<file path="src/hdl/wts_pkg.sv">
// Package for the sixteen-channel wavetable synthesizer.
// Types, constants and lookup functions shared by the controller, datapath and top; no dependencies.
package wts_pkg;

  localparam int RAM_BYTES = 2048;
  localparam int RAM_AW = 11;
  localparam int CH_COUNT = 16;

  localparam logic [1:0] OP_WRITE = 2'd0;
  localparam logic [1:0] OP_READ = 2'd1;
  localparam logic [1:0] OP_ADVANCE = 2'd2;

  localparam logic [0:0] CFG_ENABLED = 1'd0;
  localparam logic [0:0] CFG_VOLUME = 1'd1;

  localparam logic KIND_READ = 1'b0;
  localparam logic KIND_FRAME = 1'b1;

  // register rows, relative to the set base
  localparam logic [2:0] ROW_FLO = 3'd0;
  localparam logic [2:0] ROW_FMID = 3'd1;
  localparam logic [2:0] ROW_FHI = 3'd2;
  localparam logic [2:0] ROW_WAVE = 3'd5;
  localparam logic [2:0] ROW_AMP = 3'd6;
  localparam logic [2:0] ROW_CTRL = 3'd7;

  // ceil(2^31 / 100): x / 100 is (x * DIV100_M) >> 31 for x below 2^25
  localparam logic [24:0] DIV100_M = 25'd21474837;

  typedef enum logic [4:0] {
    ST_IDLE, ST_CLEAR, ST_BUS, ST_BUS_WAIT, ST_RD_OUT,
    ST_STEP, ST_R_FLO, ST_R_FMID, ST_R_FHI, ST_R_WAVE, ST_R_AMP, ST_R_CTRL,
    ST_FETCH, ST_SCALE, ST_D2A, ST_PAN, ST_ACC, ST_VOL, ST_VOL2, ST_FRAME
  } state_t;

  typedef struct packed {
    logic       clr_wr;      // write zero at clear address
    logic       clr_inc;
    logic       bus_rd;      // issue RAM read at bus offset
    logic       bus_wr;
    logic       cap_rd;      // capture read data into output reg
    logic       reg_rd;      // issue RAM read of a register row
    logic [2:0] row;
    logic       lat_flo;
    logic       lat_fmid;
    logic       lat_fhi;
    logic       lat_wave;
    logic       lat_amp;
    logic       lat_ctrl;
    logic       smp_rd;      // update phase, issue sample fetch
    logic       do_scale;
    logic       do_d2a;
    logic       do_pan;
    logic       do_acc;
    logic       do_vol;
    logic       do_vol2;
    logic       frame_end;   // clear sums, reset alt set
  } dp_cmd_t;

  typedef struct packed {
    logic clr_done;
    logic wrap;        // channel index wrapped to zero by this step
  } dp_sts_t;

  function automatic logic [12:0] base_x4(input logic [2:0] c);
    case (c)
      3'd0: base_x4 = 13'd0;
      3'd1: base_x4 = 13'd33;
      3'd2: base_x4 = 13'd99;
      3'd3: base_x4 = 13'd231;
      3'd4: base_x4 = 13'd495;
      3'd5: base_x4 = 13'd1023;
      3'd6: base_x4 = 13'd2079;
      default: base_x4 = 13'd4191;
    endcase
  endfunction

  function automatic logic [6:0] pan_l(input logic [3:0] p);
    case (p)
      4'd8, 4'd9, 4'd10: pan_l = 7'd0;
      4'd11: pan_l = 7'd17;
      4'd12: pan_l = 7'd33;
      4'd13: pan_l = 7'd50;
      4'd14: pan_l = 7'd67;
      4'd15: pan_l = 7'd83;
      default: pan_l = 7'd100;
    endcase
  endfunction

  function automatic logic [6:0] pan_r(input logic [3:0] p);
    pan_r = 7'd100 - pan_l(p);
  endfunction

  // pan weight times DIV100_M: one multiply gives sample * pan / 100
  function automatic logic [31:0] pan_lk(input logic [3:0] p);
    case (p)
      4'd8, 4'd9, 4'd10: pan_lk = 32'd0;
      4'd11: pan_lk = 32'd365072229;
      4'd12: pan_lk = 32'd708669621;
      4'd13: pan_lk = 32'd1073741850;
      4'd14: pan_lk = 32'd1438814079;
      4'd15: pan_lk = 32'd1782411471;
      default: pan_lk = 32'd2147483700;
    endcase
  endfunction

  function automatic logic [31:0] pan_rk(input logic [3:0] p);
    case (p)
      4'd8, 4'd9, 4'd10: pan_rk = 32'd2147483700;
      4'd11: pan_rk = 32'd1782411471;
      4'd12: pan_rk = 32'd1438814079;
      4'd13: pan_rk = 32'd1073741850;
      4'd14: pan_rk = 32'd708669621;
      4'd15: pan_rk = 32'd365072229;
      default: pan_rk = 32'd0;
    endcase
  endfunction

endpackage

</file>
<file path="src/hdl/wts_ctrl.sv">
// Synthesizer controller: sequences bus requests, RAM clear and channel steps.
// Depends on wts_pkg.
module wts_ctrl (
  input  logic              clk,
  input  logic              rst_n,
  input  logic              in_valid,
  output logic              in_ready,
  input  logic [1:0]        in_op,
  input  logic [5:0]        in_cycles,
  output logic              out_valid,
  input  logic              out_ready,
  output logic              out_kind,
  output logic              out_last,
  output wts_pkg::dp_cmd_t  cmd,
  input  wts_pkg::dp_sts_t  sts
);
  wts_pkg::state_t state_r, state_nxt;
  logic [1:0] op_r, op_nxt;
  logic [2:0] rem_r, rem_nxt;
  logic [4:0] steps_r, steps_nxt;
  logic [1:0] frames_r, frames_nxt;
  logic       ov_r, ov_nxt, kind_r, kind_nxt, last_r, last_nxt;
  logic [8:0] count;

  assign count = 9'(rem_r) + 9'(in_cycles) * 9'd3;

  always_ff @(posedge clk) begin
    if (!rst_n) begin
      state_r <= wts_pkg::ST_CLEAR;
      op_r <= '0;
      rem_r <= '0;
      steps_r <= '0;
      frames_r <= '0;
      ov_r <= 1'b0;
      kind_r <= 1'b0;
      last_r <= 1'b0;
    end else begin
      state_r <= state_nxt;
      op_r <= op_nxt;
      rem_r <= rem_nxt;
      steps_r <= steps_nxt;
      frames_r <= frames_nxt;
      ov_r <= ov_nxt;
      kind_r <= kind_nxt;
      last_r <= last_nxt;
    end
  end

  always_comb begin
    state_nxt = state_r;
    op_nxt = op_r;
    rem_nxt = rem_r;
    steps_nxt = steps_r;
    frames_nxt = frames_r;
    ov_nxt = ov_r;
    kind_nxt = kind_r;
    last_nxt = last_r;
    cmd = '0;
    in_ready = 1'b0;
    if (ov_r && out_ready) ov_nxt = 1'b0;
    unique case (state_r)
      wts_pkg::ST_CLEAR: begin
        cmd.clr_wr = 1'b1;
        cmd.clr_inc = 1'b1;
        if (sts.clr_done) state_nxt = wts_pkg::ST_IDLE;
      end
      wts_pkg::ST_IDLE: begin
        in_ready = !ov_r;
        if (in_valid && !ov_r) begin
          op_nxt = in_op;
          unique case (in_op)
            wts_pkg::OP_WRITE: state_nxt = wts_pkg::ST_BUS;
            wts_pkg::OP_READ: state_nxt = wts_pkg::ST_BUS;
            wts_pkg::OP_ADVANCE: begin
              rem_nxt = count[2:0];
              steps_nxt = count[7:3];
              frames_nxt = '0;
              state_nxt = wts_pkg::ST_STEP;
            end
            default: state_nxt = wts_pkg::ST_IDLE;
          endcase
        end
      end
      wts_pkg::ST_BUS: begin
        if (op_r == wts_pkg::OP_WRITE) begin
          cmd.bus_wr = 1'b1;
          state_nxt = wts_pkg::ST_IDLE;
        end else begin
          cmd.bus_rd = 1'b1;
          state_nxt = wts_pkg::ST_BUS_WAIT;
        end
      end
      wts_pkg::ST_BUS_WAIT: begin
        cmd.cap_rd = 1'b1;
        state_nxt = wts_pkg::ST_RD_OUT;
      end
      wts_pkg::ST_RD_OUT: begin
        ov_nxt = 1'b1;
        kind_nxt = wts_pkg::KIND_READ;
        last_nxt = 1'b1;
        state_nxt = wts_pkg::ST_IDLE;
      end
      wts_pkg::ST_STEP: begin
        if (ov_r) begin
          state_nxt = wts_pkg::ST_STEP;
        end else if (steps_r == '0) begin
          state_nxt = wts_pkg::ST_IDLE;
        end else begin
          cmd.reg_rd = 1'b1;
          cmd.row = wts_pkg::ROW_FLO;
          state_nxt = wts_pkg::ST_R_FLO;
        end
      end
      wts_pkg::ST_R_FLO: begin
        cmd.lat_flo = 1'b1; cmd.reg_rd = 1'b1; cmd.row = wts_pkg::ROW_FMID;
        state_nxt = wts_pkg::ST_R_FMID;
      end
      wts_pkg::ST_R_FMID: begin
        cmd.lat_fmid = 1'b1; cmd.reg_rd = 1'b1; cmd.row = wts_pkg::ROW_FHI;
        state_nxt = wts_pkg::ST_R_FHI;
      end
      wts_pkg::ST_R_FHI: begin
        cmd.lat_fhi = 1'b1; cmd.reg_rd = 1'b1; cmd.row = wts_pkg::ROW_WAVE;
        state_nxt = wts_pkg::ST_R_WAVE;
      end
      wts_pkg::ST_R_WAVE: begin
        cmd.lat_wave = 1'b1; cmd.reg_rd = 1'b1; cmd.row = wts_pkg::ROW_AMP;
        state_nxt = wts_pkg::ST_R_AMP;
      end
      wts_pkg::ST_R_AMP: begin
        cmd.lat_amp = 1'b1; cmd.reg_rd = 1'b1; cmd.row = wts_pkg::ROW_CTRL;
        state_nxt = wts_pkg::ST_R_CTRL;
      end
      wts_pkg::ST_R_CTRL: begin
        cmd.lat_ctrl = 1'b1;
        state_nxt = wts_pkg::ST_FETCH;
      end
      wts_pkg::ST_FETCH: begin
        cmd.smp_rd = 1'b1;
        state_nxt = wts_pkg::ST_SCALE;
      end
      wts_pkg::ST_SCALE: begin
        cmd.do_scale = 1'b1;
        state_nxt = wts_pkg::ST_D2A;
      end
      wts_pkg::ST_D2A: begin
        cmd.do_d2a = 1'b1;
        state_nxt = wts_pkg::ST_PAN;
      end
      wts_pkg::ST_PAN: begin
        cmd.do_pan = 1'b1;
        state_nxt = wts_pkg::ST_ACC;
      end
      wts_pkg::ST_ACC: begin
        // panned samples pl_r and pr_r register here, ahead of the sum
        state_nxt = wts_pkg::ST_VOL;
      end
      wts_pkg::ST_VOL: begin
        cmd.do_acc = 1'b1;
        steps_nxt = steps_r - 1'b1;
        if (sts.wrap) state_nxt = wts_pkg::ST_VOL2;
        else state_nxt = wts_pkg::ST_STEP;
      end
      wts_pkg::ST_VOL2: begin
        cmd.do_vol = 1'b1;
        state_nxt = wts_pkg::ST_FRAME;
      end
      wts_pkg::ST_FRAME: begin
        cmd.do_vol2 = 1'b1;
        cmd.frame_end = 1'b1;
        if (frames_r != 2'd2) begin
          ov_nxt = 1'b1;
          kind_nxt = wts_pkg::KIND_FRAME;
          // last when no later step can complete another frame, or on the second frame
          last_nxt = (steps_r < 5'd16) || (frames_r == 2'd1);
          frames_nxt = frames_r + 1'b1;
        end
        state_nxt = wts_pkg::ST_STEP;
      end
      default: state_nxt = wts_pkg::ST_IDLE;
    endcase
  end

  assign out_valid = ov_r;
  assign out_kind = kind_r;
  assign out_last = last_r;
endmodule

</file>
<file path="config.mk">
export PLATFORM = sky130hd
export DESIGN_NAME = wts_ctrl
export DESIGN_NICKNAME = d
export VERILOG_FILES = /design/src/hdl/wts_pkg.sv /design/src/hdl/wts_ctrl.sv
export SDC_FILE = /design/constraint.sdc
export NUM_CORES = 1
export LEC_CHECK = 0
export BUFFER_PORTS_ARGS = -buffer_cell sky130_fd_sc_hd__buf_2
export CAP_MARGIN = 20
export CORE_UTILIZATION = 54
export DETAILED_ROUTE_END_ITERATION = 6
export PLACE_DENSITY = 0.85
export SLEW_MARGIN = 5
export SYNTH_ARGS = -nofsm -noshare
export SYNTH_HDL_FRONTEND = slang
export SYNTH_SLANG_ARGS = --single-unit
</file>
<file path="constraint.sdc">
create_clock -name clk -period 2.6 [get_ports clk]
set_input_delay 0.13 -clock clk [delete_from_list [all_inputs] [get_ports clk]]
set_output_delay 0.13 -clock clk [all_outputs]
set_load 0.01 [all_outputs]
</file>
* Word level (Yosys, flattened, before mapping)
Cells that the tools add are included.
W data, S select, Z words.
** Cells by class
- Add/sub/neg operators :: 3
- Multipliers :: 1
- Divide/modulo/power cells :: 0
- $lt $le $gt $ge :: 1
- Equal/unequal tests :: 27
- Shift operators :: 0
- Multiplexer cells :: 44
- Bitwise logic cells :: 0
- Reduce and logical (&&, ||, !) cells :: 18
** Operator list (number)
- $pmux W5 S19 :: 1
- $eq A5 B4 Y1 const B :: 8
- $mux W5 :: 6
- $pmux W4 S6 :: 1
- $eq A5 B3 Y1 const B :: 4
- $eq A5 B5 Y1 const B :: 4
- $mux W1 :: 20
- $mux W2 :: 7
- $eq A5 B2 Y1 const B :: 2
- $logic_not A5 Y1 :: 2
- $ne A2 B2 Y1 const B :: 5
- $pmux W5 S2 :: 1
- $add A3 B8 Y8 :: 1
- $mul A6 B2 Y8 const B :: 1
- $mux W4 :: 2
- $pmux W1 S2 :: 3
- $pmux W3 S2 :: 1
- $reduce_and A2 Y1 :: 3
- $reduce_and A3 Y1 :: 2
- $reduce_bool A2 Y1 :: 3
- $eq A5 B1 Y1 const B :: 1
- $lt A5 B5 Y1 const B :: 1
- $sub A5 B1 Y5 const B :: 1
- $eq A2 B1 Y1 const B :: 2
- other kinds (10) :: 12
** Word-level totals
- Register bits after elaboration :: 20
- Bits in latches :: 0
- Memory bits (writable) :: 0
- Memory bits (read-only) :: 0
- Bits of input ports :: 14
- Output and inout bits :: 27
- Memories kept :: 0

* Logic depth before layout (Yosys ltp)
- Depth in word-level cells :: 5
- Gate-level depth with buffers :: 8
- Depth with buffers taken out :: 8

* Worst setup path before layout
OpenSTA, ideal clock, no wires.
- Kind :: flip-flop to flip-flop
- Start point :: reg rem_r[2]
- End point :: reg steps_r[3]
- Data arrival time :: 2.135 ns
- Required time :: 2.521 ns
- Slack :: 0.386 ns
- Cell stages (with the launch flop) :: 8
- Path buffers :: 0
- Period minus slack after synthesis :: 2.214 ns
- Cell sequence :: dfxtp_1 fa_1 ha_1 a211oi_1 nor2_1 or4_1 a311o_1 o211ai_1
** Between the ends
- Word-level cells in the longest chain between the ends :: 4
** RTL lines
- from (decl) :: RTL line wts_ctrl.sv:19 : logic [2:0] rem_r, rem_nxt;
- from (signal assigned) :: RTL line wts_ctrl.sv:40 : rem_r <= rem_nxt;
- $add A3 B8 Y8 :: RTL line wts_ctrl.sv:25 : assign count = 9'(rem_r) + 9'(in_cycles) * 9'd3;
- $mux W5 :: RTL line wts_ctrl.sv:71 : unique case (in_op)
- $mux W5 :: RTL line wts_ctrl.sv:69 : if (in_valid && !ov_r) begin
- $pmux W5 S2 :: RTL line wts_ctrl.sv:61 : unique case (state_r)
- to (signal assigned) :: RTL line wts_ctrl.sv:41 : steps_r <= steps_nxt;
- to (decl) :: RTL line wts_ctrl.sv:20 : logic [4:0] steps_r, steps_nxt;
No other way between the ends. The select of a mux whose other input is x is not followed.
A chain may end at the register's enable or synchronous reset.

* Worst setup path after layout
- Start point :: reg rem_r[1]
- End point :: reg steps_r[2]
The elaborated chain is that of the path after synthesis.

==> impl_metrics.csv <==
group,metric,value,unit
setup_path,cp-start-kind,"flop",
sta,hold_ws,0.0895,ns
route,wl_per_cell,13.4,um
cells_and_area,postLayoutCoreUtil,63.9,%
clock_tree,ctsResizeCount,0,
sta,fin_tns_setup,0,ns
sta,worstMarginPinSlew,0.473,ns
synth,yosysWarnings,0,
floorplan,die_width,58.1,um
sta,max_freq,427,MHz
clock_tree,clock_sinks,20,
setup_path,crit_fanout,3,
clock_tree,cts_buffers,3,
cells_and_area,fin_nets,284,
route,drt_pre_antenna_iters,4,
grt,antenna_found_initial,0,
power,p_leak,0.932,nW
synth,async_reset_ff_share,0,%
placement,portBuffers,40,
clock_tree,clock_path_buffers,2,
synth,synth_cell_types,49,
sta,setup_viol,0,
synth,synth-edff-count,0,
synth,synth-simple-area-share,26.9,%
route,num_vias,1703,
synth,yosysTopAreaCell,"dfxtp_1",
grt,grtUsageTotal,24.8,%
route,detail_route.wirelength,3960,um
route,drc,0,
grt,grtUsageMet1,32.0,%
grt,grt_pass1_wl,6540,um
clock_tree,ctsHoldBuffers,0,
grt,grtUsageMet2,40.6,%
synth,syn_area_per_cell,7.77,um^2
clock_tree,clock_latency,0.31,ns
setup_path,cp.required,2.84,ns
floorplan,initial_core_util,56.2,%
placement,dpl.hpwl,3030,um
sta,rsz0062_at_grt,"false",
sta,fin_ws,0.260,ns
grt,grt_max_degree,17,
clock_tree,cts.reportedPaths.clkPinSlew,0.12,ns
placement,dp_cells,292,
job,drv_cap,0,
route,dr.first_iter.drc_count,156,
synth,synth_nets,250,
clock_tree,htree_levels,1,
setup_path,cp-end-kind,"flop",
setup_path,crit_type,"flop to flop",
sta,slew_headroom,68.3,%
clock_tree,cts_tree,"done",
grt,first_global_vias,1453,
cells_and_area,layout-area-overhead-vs-synth,13.8,%
power,clockPowerShare,34.4,%
grt,overflow,0,
sta,fin_skew,0.0102,ns
power,p_per_area,383,mW/mm^2
clock_tree,cts_root_buf,"clkbuf_4",
floorplan,core_area,0.00303,mm^2
synth,synth_top_family_by_area,"simple AND/OR/NAND/NOR gates",
floorplan,row_count,20,
power,vdd_ir_drop_max,0.000270,V
synth,synthTopCellsByArea,"dfxtp_1, ha_1, nor2_1",
floorplan,die_h,58.1,um
outcome,status,"completed",
floorplan,die_area,0.00338,mm^2
synth,ys_seq_area_share,23.5,%
cells_and_area,drive_gt1_share,21.8,%
cells_and_area,stdcell_area,0.00194,mm^2
placement,gp_congestion,0.944,
grt,busiest_layer,"met2",
synth,synthMuxAreaShare,2.94,%
synth,synthesis.area,0.00170,mm^2
synth,synth_top_area_share,23.5,%
route,avgViaCountPerCell,5.75,
sta,hold_violations,0,
sta,period_share,90.0,%
synth,synth-seq-cells,20,
synth,synth_fa_ha_area_share,13.8,%
synth,synth_compound_area_share,21.7,%
clock_tree,post_cts_buffers,0,
placement,dpl_worst_slack,0.283,ns
synth,syn_inst,219,
grt,grtUsageMet3,4.69,%
setup_path,crit_arrival,2.58,ns
synth,synth_xor_area_share,2.57,%
hold_path,min_path_type,"primary input to flop",
floorplan,ios,41,
sta,slew_viol_final,0,
placement,place_area,0.00188,mm^2
cells_and_area,antenna_cells,0,
cells_and_area,final_cells,296,
power,internal-power,0.540,mW
power,totalPowerFinal,0.742,mW
synth,synth_ff_type,"dfxtp_1",
power,p_sw,0.202,mW
route,ant_nets,0,
power,pwr-share-comb,21.8,%
sta,fin_crit,2.34,ns
power,p_sw_share,27.2,%
power,p_seq_share,43.7,%
-- final timing paths --
check	startpoint	end	slack [ns]	depth (start not counted)
setup reg to reg	rem_r[1]	steps_r[2]	0.26	8
setup / recovery	rem_r[1]	steps_r[2]	0.26	8
hold reg to reg	out_last	out_last	0.48	1
hold / removal	in_op[0]	op_r[0]	0.09	3
-- sequential cells by signal, indices dropped and copies added (netlist names) --
register   cells
out_valid      1
steps_r        5
state_r        5
frames_r       2
rem_r          3
out_kind       1
op_r           2
out_last       1
-- cells in the mapped netlist, drive strengths merged (2+ instances only) --
master and count:
or3 2, nor3b 3, a21oi 9, nor3 12, ha 14, nand3 7, o211ai 4, a311oi 3
nor2 30, a211oi 4, buf 6, nand2 15, a21o 3, o21a 5, nand2b 5, dfxtp 20
o21ai 12, fa 3, mux2i 5, a31oi 3, clkbuf 5, nor2b 3, xor2 2, inv 17
and2b 4, xnor2 3
-- critical path: stages, from the launching register on --
cell     delay, ns
dfxtp_1       0.37
fa_1          0.43
ha_1          0.25
fa_1          0.41
a211o_1       0.32
o21ai_0       0.11
xnor2_1       0.15
a21oi_1       0.08
o22ai_1       0.16
-- cells in the final DEF, fill, tap and decap left out, types with 3 or more instances in the layout --
master     n
o21a_1     5
nand2b_1   5
a21oi_1    9
buf_2     40
o211ai_1   4
a31oi_1    3
mux2i_1    5
nor3b_1    3
fa_1       3
xnor2_1    3
a21o_1     3
nor3_1    12
dfxtp_1   20
inv_1     17
clkbuf_4   3
nand2_1   15
and2b_2    4
nor2b_1    3
o21ai_0   12
nor2_1    30
a311oi_1   3
a211oi_1   3
nand3_1    7
ha_1      14
-- layout make-up --
cell class                      count  area, um^2
Timing Repair Buffer               41         208
Tap cell                           44        55.1
Clock buffer                        3        22.5
Sequential cell                    20         400
Multi-Input combinational cell    170        1160
Clock inverter                      1        30.0
Fill cell                         283        1090
Inverter                           17        63.8
-- metal layers --
| metal | share of wire, % | vias to the layer above |
|---|---|---|
| li1 | - | 836 |
| met2 | 47 | 82 |
| met1 | 44 | 777 |
| met5 | 0 | - |
| met3 | 6.9 | 8 |
| met4 | 1.5 | 0 |
-- power by group through the flow --
| stage | Combinational, mW | Clock [mW] | Sequential (mW) |
|---|---|---|---|
| 2_1_floorplan | 0.122 | 0 | 0.325 |
| 4_1_cts | 0.161 | 0.260 | 0.324 |
| 5_1_grt | 0.180 | 0.271 | 0.326 |
| 3_5_place_dp | 0.159 | 0 | 0.331 |
| 6_report | 0.162 | 0.256 | 0.325 |
| 3_3_place_gp | 0.154 | 0 | 0.331 |
-- cell families after synthesis --
logic type,after synthesis
mux,5
flops,20
simple gates,90
compound gates,53
fa+ha+maj,17
buf+inv,29
xor+xnor,5
(Power assumes the default switching activity.)
